--- src/hdl/sle_pkg.sv ---
// Shared types and constants for the sprite line evaluation unit.
// No dependencies; imported by every module of the block.
package sle_pkg;

	localparam int ENTRY_COUNT_DEF  = 64;
	localparam int MAX_PER_LINE_DEF = 8;

	localparam int OAM_BYTES    = 256;
	localparam int OAM_AW       = 8;
	localparam int INDEX_W      = 6;
	localparam int LIST_SLOTS   = 8;
	localparam int COUNT_W      = 4;
	localparam int START_W      = 6;
	localparam int CFG_INDEX_W  = 2;
	localparam int CFG_DATA_W   = 6;

	typedef enum logic [1:0] {
		OP_WRITE = 2'd0,
		OP_READ  = 2'd1,
		OP_EVAL  = 2'd2
	} sle_op_t;

	typedef enum logic [CFG_INDEX_W-1:0] {
		REG_TALL  = 2'd0,
		REG_START = 2'd1
	} sle_reg_t;

	typedef struct packed {
		logic [1:0] operation;
		logic [7:0] byte_addr;
		logic [7:0] write_data;
		logic [7:0] line_number;
	} sle_item_t;

	typedef struct packed {
		logic [7:0]                     read_data;
		logic [COUNT_W-1:0]             found_count;
		logic [LIST_SLOTS*INDEX_W-1:0]  found_list;
		logic                           overflow;
	} sle_result_t;

	typedef struct packed {
		logic               valid;
		logic [INDEX_W-1:0] idx;
	} sle_token_t;

endpackage

--- src/hdl/sle_oam.sv ---
// Object attribute memory, 256 bytes, with per-byte valid bits cleared at reset.
// Depends on sle_pkg.
module sle_oam (
	input  logic                  clk,
	input  logic                  arst_n,
	input  logic                  we,
	input  logic [sle_pkg::OAM_AW-1:0] waddr,
	input  logic [7:0]            wdata,
	input  logic [sle_pkg::OAM_AW-1:0] raddr,
	output logic [7:0]            rdata
);
	import sle_pkg::*;

	logic [7:0]           mem [OAM_BYTES];
	logic [OAM_BYTES-1:0] valid_q;
	logic [7:0]           rdata_q;
	logic                 rvalid_q;

	always_ff @(posedge clk or negedge arst_n) begin
		if (!arst_n) begin
			valid_q  <= '0;
			rvalid_q <= 1'b0;
		end else begin
			if (we) begin
				valid_q[waddr] <= 1'b1;
			end
			rvalid_q <= valid_q[raddr];
		end
	end

	always_ff @(posedge clk) begin
		if (we) begin
			mem[waddr] <= wdata;
		end
		rdata_q <= mem[raddr];
	end

	assign rdata = rvalid_q ? rdata_q : 8'd0;

endmodule

--- src/hdl/sle_cell.sv ---
// One slot of the found-sprite chain: keeps the first token it sees, forwards the rest.
// Depends on sle_pkg.
module sle_cell (
	input  logic                clk,
	input  logic                arst_n,
	input  logic                clear,
	input  sle_pkg::sle_token_t in_tok,
	output sle_pkg::sle_token_t out_tok,
	output sle_pkg::sle_token_t slot
);
	import sle_pkg::*;

	logic               full_q;
	logic [INDEX_W-1:0] idx_q;
	logic               fwd_valid_q;
	logic [INDEX_W-1:0] fwd_idx_q;

	always_ff @(posedge clk or negedge arst_n) begin
		if (!arst_n) begin
			full_q      <= 1'b0;
			fwd_valid_q <= 1'b0;
		end else if (clear) begin
			full_q      <= 1'b0;
			fwd_valid_q <= 1'b0;
		end else begin
			if (in_tok.valid && !full_q) begin
				full_q <= 1'b1;
			end
			fwd_valid_q <= in_tok.valid && full_q;
		end
	end

	always_ff @(posedge clk) begin
		if (in_tok.valid && !full_q) begin
			idx_q <= in_tok.idx;
		end
		fwd_idx_q <= in_tok.idx;
	end

	assign out_tok = '{valid: fwd_valid_q, idx: fwd_idx_q};
	assign slot    = '{valid: full_q, idx: idx_q};

endmodule

--- src/hdl/sprite_line_evaluation_unit.sv ---
// Sprite line evaluation unit: attribute memory access and per-line sprite search.
// Depends on sle_pkg, sle_oam and sle_cell.
//
// Items enter on item_valid/item_ready and one result per item leaves on
// result_valid/result_ready. Registers are written on cfg_valid/cfg_ready;
// cfg_ready is always high. One item is worked on at a time.
// Path from item transfer to result_valid: a write or unused code goes from idle
// straight to the finish state, a read passes through the read state, and an
// evaluation scans entries start_entry to ENTRY_COUNT - 1 (none if past the end).
// The scan reads one top byte per cycle from the single memory read port;
// matches then walk the chain of MAX_PER_LINE slot cells, one cell a cycle,
// and the chain drains before the result is formed.
// A finished result sits in an output register; item_ready returns the cycle
// after the result is formed, even if the receiver stalls, and a second
// result waits until the register is taken.
// Reset clears the attribute memory through per-byte valid bits, the sticky
// overflow flag, both registers and all control state; no clearing pass.
module sprite_line_evaluation_unit #(
	parameter int ENTRY_COUNT  = sle_pkg::ENTRY_COUNT_DEF,
	parameter int MAX_PER_LINE = sle_pkg::MAX_PER_LINE_DEF
) (
	input  logic                            clk,
	input  logic                            arst_n,
	input  logic                            item_valid,
	output logic                            item_ready,
	input  sle_pkg::sle_item_t              item,
	output logic                            result_valid,
	input  logic                            result_ready,
	output sle_pkg::sle_result_t            result,
	input  logic                            cfg_valid,
	output logic                            cfg_ready,
	input  logic [sle_pkg::CFG_INDEX_W-1:0] cfg_index,
	input  logic [sle_pkg::CFG_DATA_W-1:0]  cfg_data
);
	import sle_pkg::*;

	localparam int CNT_BITS = $clog2(ENTRY_COUNT + 1);
	localparam int EW       = (CNT_BITS > START_W) ? CNT_BITS : START_W + 1;
	localparam int DW       = $clog2(MAX_PER_LINE + 1);
	localparam int LS       = (MAX_PER_LINE < LIST_SLOTS) ? MAX_PER_LINE : LIST_SLOTS;

	typedef enum logic [2:0] {
		S_IDLE,
		S_READ,
		S_SCAN,
		S_DRAIN,
		S_FIN
	} state_t;

	state_t             state_q;
	logic [1:0]         op_q;
	logic [7:0]         addr_q;
	logic [7:0]         line_q;
	logic               tall_q;
	logic [START_W-1:0] start_q;
	logic [EW-1:0]      entry_q;
	logic [DW-1:0]      drain_q;
	logic               overflow_q;
	logic               rvalid_s1;
	logic [INDEX_W-1:0] idx_s1;
	sle_result_t        result_q;
	logic               result_valid_q;

	logic               item_fire;
	logic               eval_start;
	logic [OAM_AW-1:0]  raddr;
	logic [7:0]         rdata;
	logic [7:0]         diff;
	logic               hit;
	logic               load;
	logic [4:0]         count5;
	logic [COUNT_W-1:0] count_sat;
	logic [LIST_SLOTS*INDEX_W-1:0] list;

	sle_token_t tok  [MAX_PER_LINE+1];
	sle_token_t slot [MAX_PER_LINE];

	assign item_ready   = (state_q == S_IDLE);
	assign item_fire    = item_valid && item_ready;
	assign eval_start   = item_fire && (item.operation == OP_EVAL);
	assign cfg_ready    = 1'b1;
	assign result_valid = result_valid_q;
	assign result       = result_q;
	assign load         = (state_q == S_FIN) && (!result_valid_q || result_ready);

	assign raddr = (state_q == S_SCAN) ? {entry_q[INDEX_W-1:0], 2'b00} : addr_q;

	sle_oam u_oam (
		.clk    (clk),
		.arst_n (arst_n),
		.we     (item_fire && (item.operation == OP_WRITE)),
		.waddr  (item.byte_addr),
		.wdata  (item.write_data),
		.raddr  (raddr),
		.rdata  (rdata)
	);

	assign diff   = line_q - rdata;
	assign hit    = (line_q >= rdata) && (diff[7:4] == 4'd0) && (tall_q || !diff[3]);
	assign tok[0] = '{valid: rvalid_s1 && hit, idx: idx_s1};

	for (genvar k = 0; k < MAX_PER_LINE; k++) begin : g_cell
		sle_cell u_cell (
			.clk     (clk),
			.arst_n  (arst_n),
			.clear   (eval_start),
			.in_tok  (tok[k]),
			.out_tok (tok[k+1]),
			.slot    (slot[k])
		);
	end

	always_comb begin
		count5 = '0;
		for (int k = 0; k < MAX_PER_LINE; k++) begin
			count5 = count5 + 5'(slot[k].valid);
		end
		count_sat = count5[4] ? 4'hF : count5[3:0];
		list = '0;
		for (int j = 0; j < LS; j++) begin
			list[INDEX_W*j +: INDEX_W] = slot[j].valid ? slot[j].idx : '0;
		end
	end

	always_ff @(posedge clk or negedge arst_n) begin
		if (!arst_n) begin
			state_q        <= S_IDLE;
			op_q           <= '0;
			addr_q         <= '0;
			line_q         <= '0;
			tall_q         <= 1'b0;
			start_q        <= '0;
			entry_q        <= '0;
			drain_q        <= '0;
			overflow_q     <= 1'b0;
			rvalid_s1      <= 1'b0;
			idx_s1         <= '0;
			result_q       <= '0;
			result_valid_q <= 1'b0;
		end else begin
			rvalid_s1 <= 1'b0;
			if (tok[MAX_PER_LINE].valid) begin
				overflow_q <= 1'b1;
			end
			if (cfg_valid) begin
				case (cfg_index)
					REG_TALL:  tall_q  <= cfg_data[0];
					REG_START: start_q <= cfg_data[START_W-1:0];
					default: ;
				endcase
			end
			if (result_valid_q && result_ready) begin
				result_valid_q <= 1'b0;
			end
			case (state_q)
				S_IDLE: begin
					if (item_fire) begin
						op_q    <= item.operation;
						addr_q  <= item.byte_addr;
						line_q  <= item.line_number;
						entry_q <= EW'(start_q);
						case (item.operation)
							OP_READ: state_q <= S_READ;
							OP_EVAL: state_q <= S_SCAN;
							default: state_q <= S_FIN;
						endcase
					end
				end
				S_READ: begin
					state_q <= S_FIN;
				end
				S_SCAN: begin
					if (entry_q < EW'(ENTRY_COUNT)) begin
						rvalid_s1 <= 1'b1;
						idx_s1    <= entry_q[INDEX_W-1:0];
						entry_q   <= entry_q + 1'b1;
					end else begin
						drain_q <= '0;
						state_q <= S_DRAIN;
					end
				end
				S_DRAIN: begin
					if (drain_q == DW'(MAX_PER_LINE)) begin
						state_q <= S_FIN;
					end else begin
						drain_q <= drain_q + 1'b1;
					end
				end
				S_FIN: begin
					if (load) begin
						result_valid_q       <= 1'b1;
						result_q.read_data   <= (op_q == OP_READ) ? rdata : 8'd0;
						result_q.found_count <= (op_q == OP_EVAL) ? count_sat : '0;
						result_q.found_list  <= (op_q == OP_EVAL) ? list : '0;
						result_q.overflow    <= overflow_q;
						state_q              <= S_IDLE;
					end
				end
				default: state_q <= S_IDLE;
			endcase
		end
	end

endmodule

--- config.mk ---
export PLATFORM = sky130hd
export DESIGN_NAME = sprite_line_evaluation_unit
export DESIGN_NICKNAME = d
export VERILOG_FILES = /design/src/hdl/sle_pkg.sv /design/src/hdl/sle_oam.sv /design/src/hdl/sle_cell.sv /design/src/hdl/sprite_line_evaluation_unit.sv
export SDC_FILE = /design/constraint.sdc
export NUM_CORES = 2
export LEC_CHECK = 0
export ABC_AREA = 1
export BUFFER_PORTS_ARGS = -buffer_cell sky130_fd_sc_hd__buf_2
export CAP_MARGIN = 20
export CORE_MARGIN = 2
export CORE_UTILIZATION = 30
export DETAILED_ROUTE_END_ITERATION = 8
export GPL_TIMING_DRIVEN = 0
export PLACE_DENSITY = 0.46
export SYNTH_ARGS = -nofsm -noshare
export SYNTH_HDL_FRONTEND = slang
export SYNTH_HIERARCHICAL = 1
export SYNTH_SLANG_ARGS = --single-unit
--- constraint.sdc ---
create_clock -name clk -period 3.91 [get_ports clk]
set_input_delay 0.1955 -clock clk [delete_from_list [all_inputs] [get_ports clk]]
set_output_delay 0.1955 -clock clk [all_outputs]
set_load 0.01 [all_outputs]
# Yosys cells after proc, flatten, opt, wreduce, memory -nomap -nowiden
# Memory sizes are Yosys's and may differ from the RTL's. A register that Yosys moved wholly into a read port is not among the register bits.
# Index checks and enable logic that the tools add are counted.
# totals
regBits	472
mem_bits_rw	2048
out_inout_bits	64
n_memories	1
# op_classes
addsub	10
magnitude_cmp	5
n_eq_ne	16
n_mux	61
bitwise_logic	1
reduce_logical	59
# mem_list
memory	words	width	read_ports	rd_ports_with_merged_regs	write_ports	line_no	text
u_oam.mem	256	8	1	1	1	sle_oam.sv:14	logic [7:0] mem [OAM_BYTES];
# op_table
cell	count
256-bit OR	1
48-bit 2-to-1 mux	1
6-bit 2-to-1 mux	8
1-bit 2-to-1 mux	33
1-bit logical AND	25
8-bit 2-to-1 mux	3
2-bit nonzero test	10
8-bit by 9-bit less-than comparator with 1-bit output (second input constant)	2
4-bit 2-to-1 mux	4
5-bit by 1-bit adder with 5-bit output	3
3-bit case mux with 5 select lines	1
7-bit 2-to-1 mux	2
7-bit case mux with 2 select lines	1
3-bit 2-to-1 mux	4
1-bit zero test	10
2-bit AND reduction	5
1-bit binary-select mux with 8-bit select	1
1-bit demux with 8-bit select	1
8-bit by 1-bit >= comparator with 1-bit output (second input constant)	1
8-bit >= comparator	1
2-bit inequality test (second input constant)	4
4-bit case mux with 2 select lines	1
8-bit subtractor	1
7-bit by 1-bit adder with 7-bit output (second input constant)	1
20 further kinds	28

# Logic depth before layout (Yosys ltp)
# logic_depth
word_depth	9
depth_mapped	20
depth_no_buf	15

# Modules after synthesis
# Netlist, hierarchy kept.
# by_module_without_submodules
module	n_inst	cells_per_inst	area_each_um2	seq_area_each_um2
sle_oam	1	8101	94489.4	68090.3
sprite_line_evaluation_unit	1	626	5285.1	2727.6
sle_cell	8	24	397.9	350.3

# Least setup slack after synthesis
# Ideal clock, no wire load.
# synth_path
path_kind	reg2reg
startpoint	register g_cell[7].u_cell.full_q
endpoint	register result_q (netlist bit result[51])
setup_ns	0.096
arrival_time_ns	3.004
t_required_ns	3.814
setup_slack_ns	0.810
stages_incl_launch_ff	12
n_path_buf	1
period_less_slack_ns	3.100
cell_sequence	dfrtp_1 -> buf_4 -> fa_1 -> inv_1 -> fa_1 -> fa_1 -> inv_1 -> ha_1 -> inv_1 -> fa_1 -> xor2_1 -> o31ai_1
# synth_via
elab_chain_cells	3
# synth_lines
element	line_no	text
start: declaration	sle_cell.sv:13	logic full_q;
start signal: assignment	sle_cell.sv:20	full_q <= 1'b0;
start signal: assignment	sle_cell.sv:23	full_q <= 1'b0;
start signal: assignment	sle_cell.sv:27	full_q <= 1'b1;
5-bit by 1-bit adder with 5-bit output	sprite_line_evaluation_unit.sv:116	count5 = count5 + 5'(slot[k].valid);
4-bit 2-to-1 mux	sprite_line_evaluation_unit.sv:118	count_sat = count5[4] ? 4'hF : count5[3:0];
4-bit 2-to-1 mux	sprite_line_evaluation_unit.sv:193	result_q.found_count <= (op_q == OP_EVAL) ? count_sat : '0;
end: declaration	sprite_line_evaluation_unit.sv:61	sle_result_t result_q;
# Every way passes these cells.
# A chain may end at the register's enable or synchronous reset.

# Worst setup path after layout
# layout_path
startpoint	register state_q[2]
endpoint	register u_oam.rdata_q[5] (read register of u_oam.mem)
# layout_via
elab_chain_cells	2
# layout_lines
element	line_no	text
start: declaration	sprite_line_evaluation_unit.sv:50	state_t state_q;
start signal: assignment	sprite_line_evaluation_unit.sv:127	state_q <= S_IDLE;
start signal: assignment	sprite_line_evaluation_unit.sv:163	OP_READ: state_q <= S_READ;
start signal: assignment	sprite_line_evaluation_unit.sv:164	OP_EVAL: state_q <= S_SCAN;
3-bit by 2-bit == test with 1-bit output	sprite_line_evaluation_unit.sv:86	assign raddr = (state_q == S_SCAN) ? {entry_q[INDEX_W-1:0], 2'b00} : addr_q;
8-bit 2-to-1 mux	sprite_line_evaluation_unit.sv:86	
net raddr[6]	sprite_line_evaluation_unit.sv:66	logic [OAM_AW-1:0] raddr;
end: declaration	sle_oam.sv:16	logic [7:0] rdata_q;
# The timed path passes the listed nets, and every way through them passes these cells.

==> results.tsv <==
stage	metric	value	unit
status	outcome	finished with violations	
status	failing checks	setup timing	
placement	placed cell count	13820	
clock_tree	CTS tree	yes	
sta	skew final	0.05279	ns
sta	hold slack	0.1107	ns
setup_path	R2R Path End	u_oam/rdata_q[5]	
sta	Tightest Pin Transition	1.348	ns
grt	GRT Util Overall	29.13	%
finish	Layout Utilization	37.33	%
route	Routed Wire Length	520.5	mm
clock_tree	CTS Buffer Depth	4	
setup_path	Setup CP Type	flop to flop	
route	DRT Pass-1 Iters	8	
min_path	min-delay worst type	input port to flop	
clock_tree	latest clock arrival within the worst-skew pair	0.94	ns
sta	Final Max Tran Viols	0	
route	DR vias/cell	5.502	
setup_path	CP dominant cell by count	buf_2	
sta	final critical-path share of the clock period	105.5	%
clock_tree	CTS Sinks	2528	
setup_path	CP Launch Type	flop	
sta	min Tclk post-route	4.126	ns
sta	RSZ-0062 raised after global routing	yes	
finish	final instance area	0.1271	sq mm
placement	port buffer count	101	
synth	syn nets	8973	
sta	final setup margin	-0.2159	ns
route	Vias	79570	
sta	fmax	242.4	MHz
setup_path	CP cell instances	inv_2 > nand3_4 > clkbuf_8 > o21ai_0 > buf_2 > clkinv_1 > buf_2 > nand3_1 > nand2_2 > nand2_1 > nand2_4	
setup_path	end of the critical path	u_oam/rdata_q[5]	
clock_tree	TritonCTS buffer count	293	
route	DRC errors left	0	
setup_path	reg-to-reg startpoint	state_q[2]	
setup_path	WP data arrival	4.92	ns
synth	Avg Inst Size Synth	11.54	sq um
floorplanning	starting density of the core	30.19	%
power	pwr dens	870.9	mW/mm^2
setup_path	CP max stage cell	o21ai_0	
floorplanning	Std-Cell Core Area	0.3406	sq mm
sta	# setup viols final	9	
setup_path	Setup crit start	state_q[2]	
setup_path	worst reg2reg path depth	11	
run	max-cap violations	0	
synth	Mapped Area	0.1028	sq mm
clock_tree	clock root cell	clkbuf_16	
finish	share of cells above drive strength 1	20.01	%
clock_tree	htree depth	5	
finish	Area Overhead vs Synth	23.62	%
power	Static Leak	47.89	nW
grt	largest net degree at the start of global routing	136	
synth	Cells after Synth	8913	
placement	HPWL Detailed	372.5	mm
grt	vias in the first global route	73450	
floorplanning	io pins	103	
sta	relative slew slack	10.13	%
route	wire per inst	35.99	um
clock_tree	clk slew on worst S/H paths	0.06	ns
setup_path	flop2flop setup slack	-0.22	ns
floorplanning	die span in y	589.5	um
route	Post-DRT Antenna Nets	0	
finish	Finished Layout Cells	14460	
finish	Final #Nets	9726	
setup_path	Max stage delay on crit path	0.95	ns
placement	placed cell areas	0.1145	sq mm
grt	global-route wire length before repair	676.7	mm
floorplanning	die area	0.3475	sq mm
grt	aggregate global routing overflow	0	
sta	Fin. Hold Viols	0	
synth	Synthesis Warnings	6	
floorplanning	Rows	214	
setup_path	CP endpoint kind	flop	
power	Peak VDD IR	0.6684	mV
route	Iter 0 DRT Violations	12330	
floorplanning	Die Wd	589.5	um
setup_path	Critical Path Fanout Max	10	
placement	gpl congestion	1.019	
placement	Setup WS pre-CTS	-1.640	ns
grt	initial antenna violation count	48	
setup_path	Critical Path RT	4.70	ns
metal layers:
layer	wire (um)	GRT usage, %
met1	204300	38.17
met3	59880	8.520
met4	32010	15.03
met2	224100	43.71
met5	108	0
through the flow:
stage                     setup TNS [ns]  power [mW]
after floorplan                        0       51.34
after global placement          -6967.18       76.84
after detailed placement         -590.42       77.95
after CTS                         -1.008       107.7
after global routing            -0.07192       112.1
final                             -1.235       110.7
state kept, by name, summed over array words and instances, names as in the netlist, 42 cells and up:
signal / count
u_oam/mem: 2048
g_cell.u_cell/idx_q: 48
u_oam/valid_q: 256
result: 61
g_cell.u_cell/fwd_idx_q: 42
cell type report:
| class | instances | area, sq um |
|---|---|---|
| Inverter | 130 | 503.0 |
| Buffer | 574 | 4424 |
| Antenna cell | 16 | 40.04 |
| Sequential cell | 2528 | 73500 |
| Clock buffer | 374 | 7953 |
| Fill cell | 33130 | 213500 |
| Clock inverter | 163 | 1498 |
| Multi-Input combinational cell | 5679 | 27080 |
| Tap cell | 4536 | 5675 |
| Timing Repair Buffer | 460 | 6455 |
power breakdown:
group | total [mW] | switching (mW) | internal, mW
clock network | 27.4 | 11.7 | 15.7
logic | 52.8 | 40.3 | 12.5
registers | 30.5 | 0.477 | 30.0
total | 111 | 52.5 | 58.2
how the worst min path moves through the flow:
stage,start,depth (start not counted),slack (ns),endpoint
floorplan,arst_n,0,-0.10,addr_q[0]
global placement,g_cell[5].u_cell/fwd_idx_q[5],0,0.34,g_cell[6].u_cell/fwd_idx_q[5]
global route,result_ready,5,0.11,result_valid
detailed placement,arst_n,1,0.13,u_oam/valid_q[229]
CTS,result_ready,5,0.05,result_valid
finish,result_ready,5,0.11,result_valid
worst max-delay path: cells and delay by family (launching register included):
family | cells | cell delay [ns]
and+or+nand+nor | 5 | 0.63
AOI/OAI and AO/OA | 1 | 0.95
DFF | 1 | 0.44
buffers and inverters | 5 | 1.92
layout by cell type, fill, tap and decap left out, drive strengths merged:
master            n
a21oi            16
a31oi             5
buf             867
bufinv           18
clkbuf          464
clkdlybuf4s15     7
clkdlybuf4s18     1
clkinv          121
clkinvlp         16
conb              1
dfrtp           382
dfxtp            50
diode            16
dlygate4sd3      69
edfxtp         2096
fa                4
ha               17
inv             138
mux2              6
nand2          2647
nand3          2287
nand3b            3
nand4             1
nor2            332
nor3              5
nor4              1
o211ai            1
o21a              3
o21ai            90
o31ai             3
or2             255
xor2              2
what timing repair did:
action | 4_1_cts | 5_1_grt
buffers inserted | 10 | 4
pin swaps | 6 | 11
gates cloned | 2 | 0
hold buffers | 70 | 0
endpoints found under the hold margin | 902 | 0
gates resized for setup | 480 | 128
endpoints found under the setup margin | 1840 | 749
(Power assumes the default switching activity.)
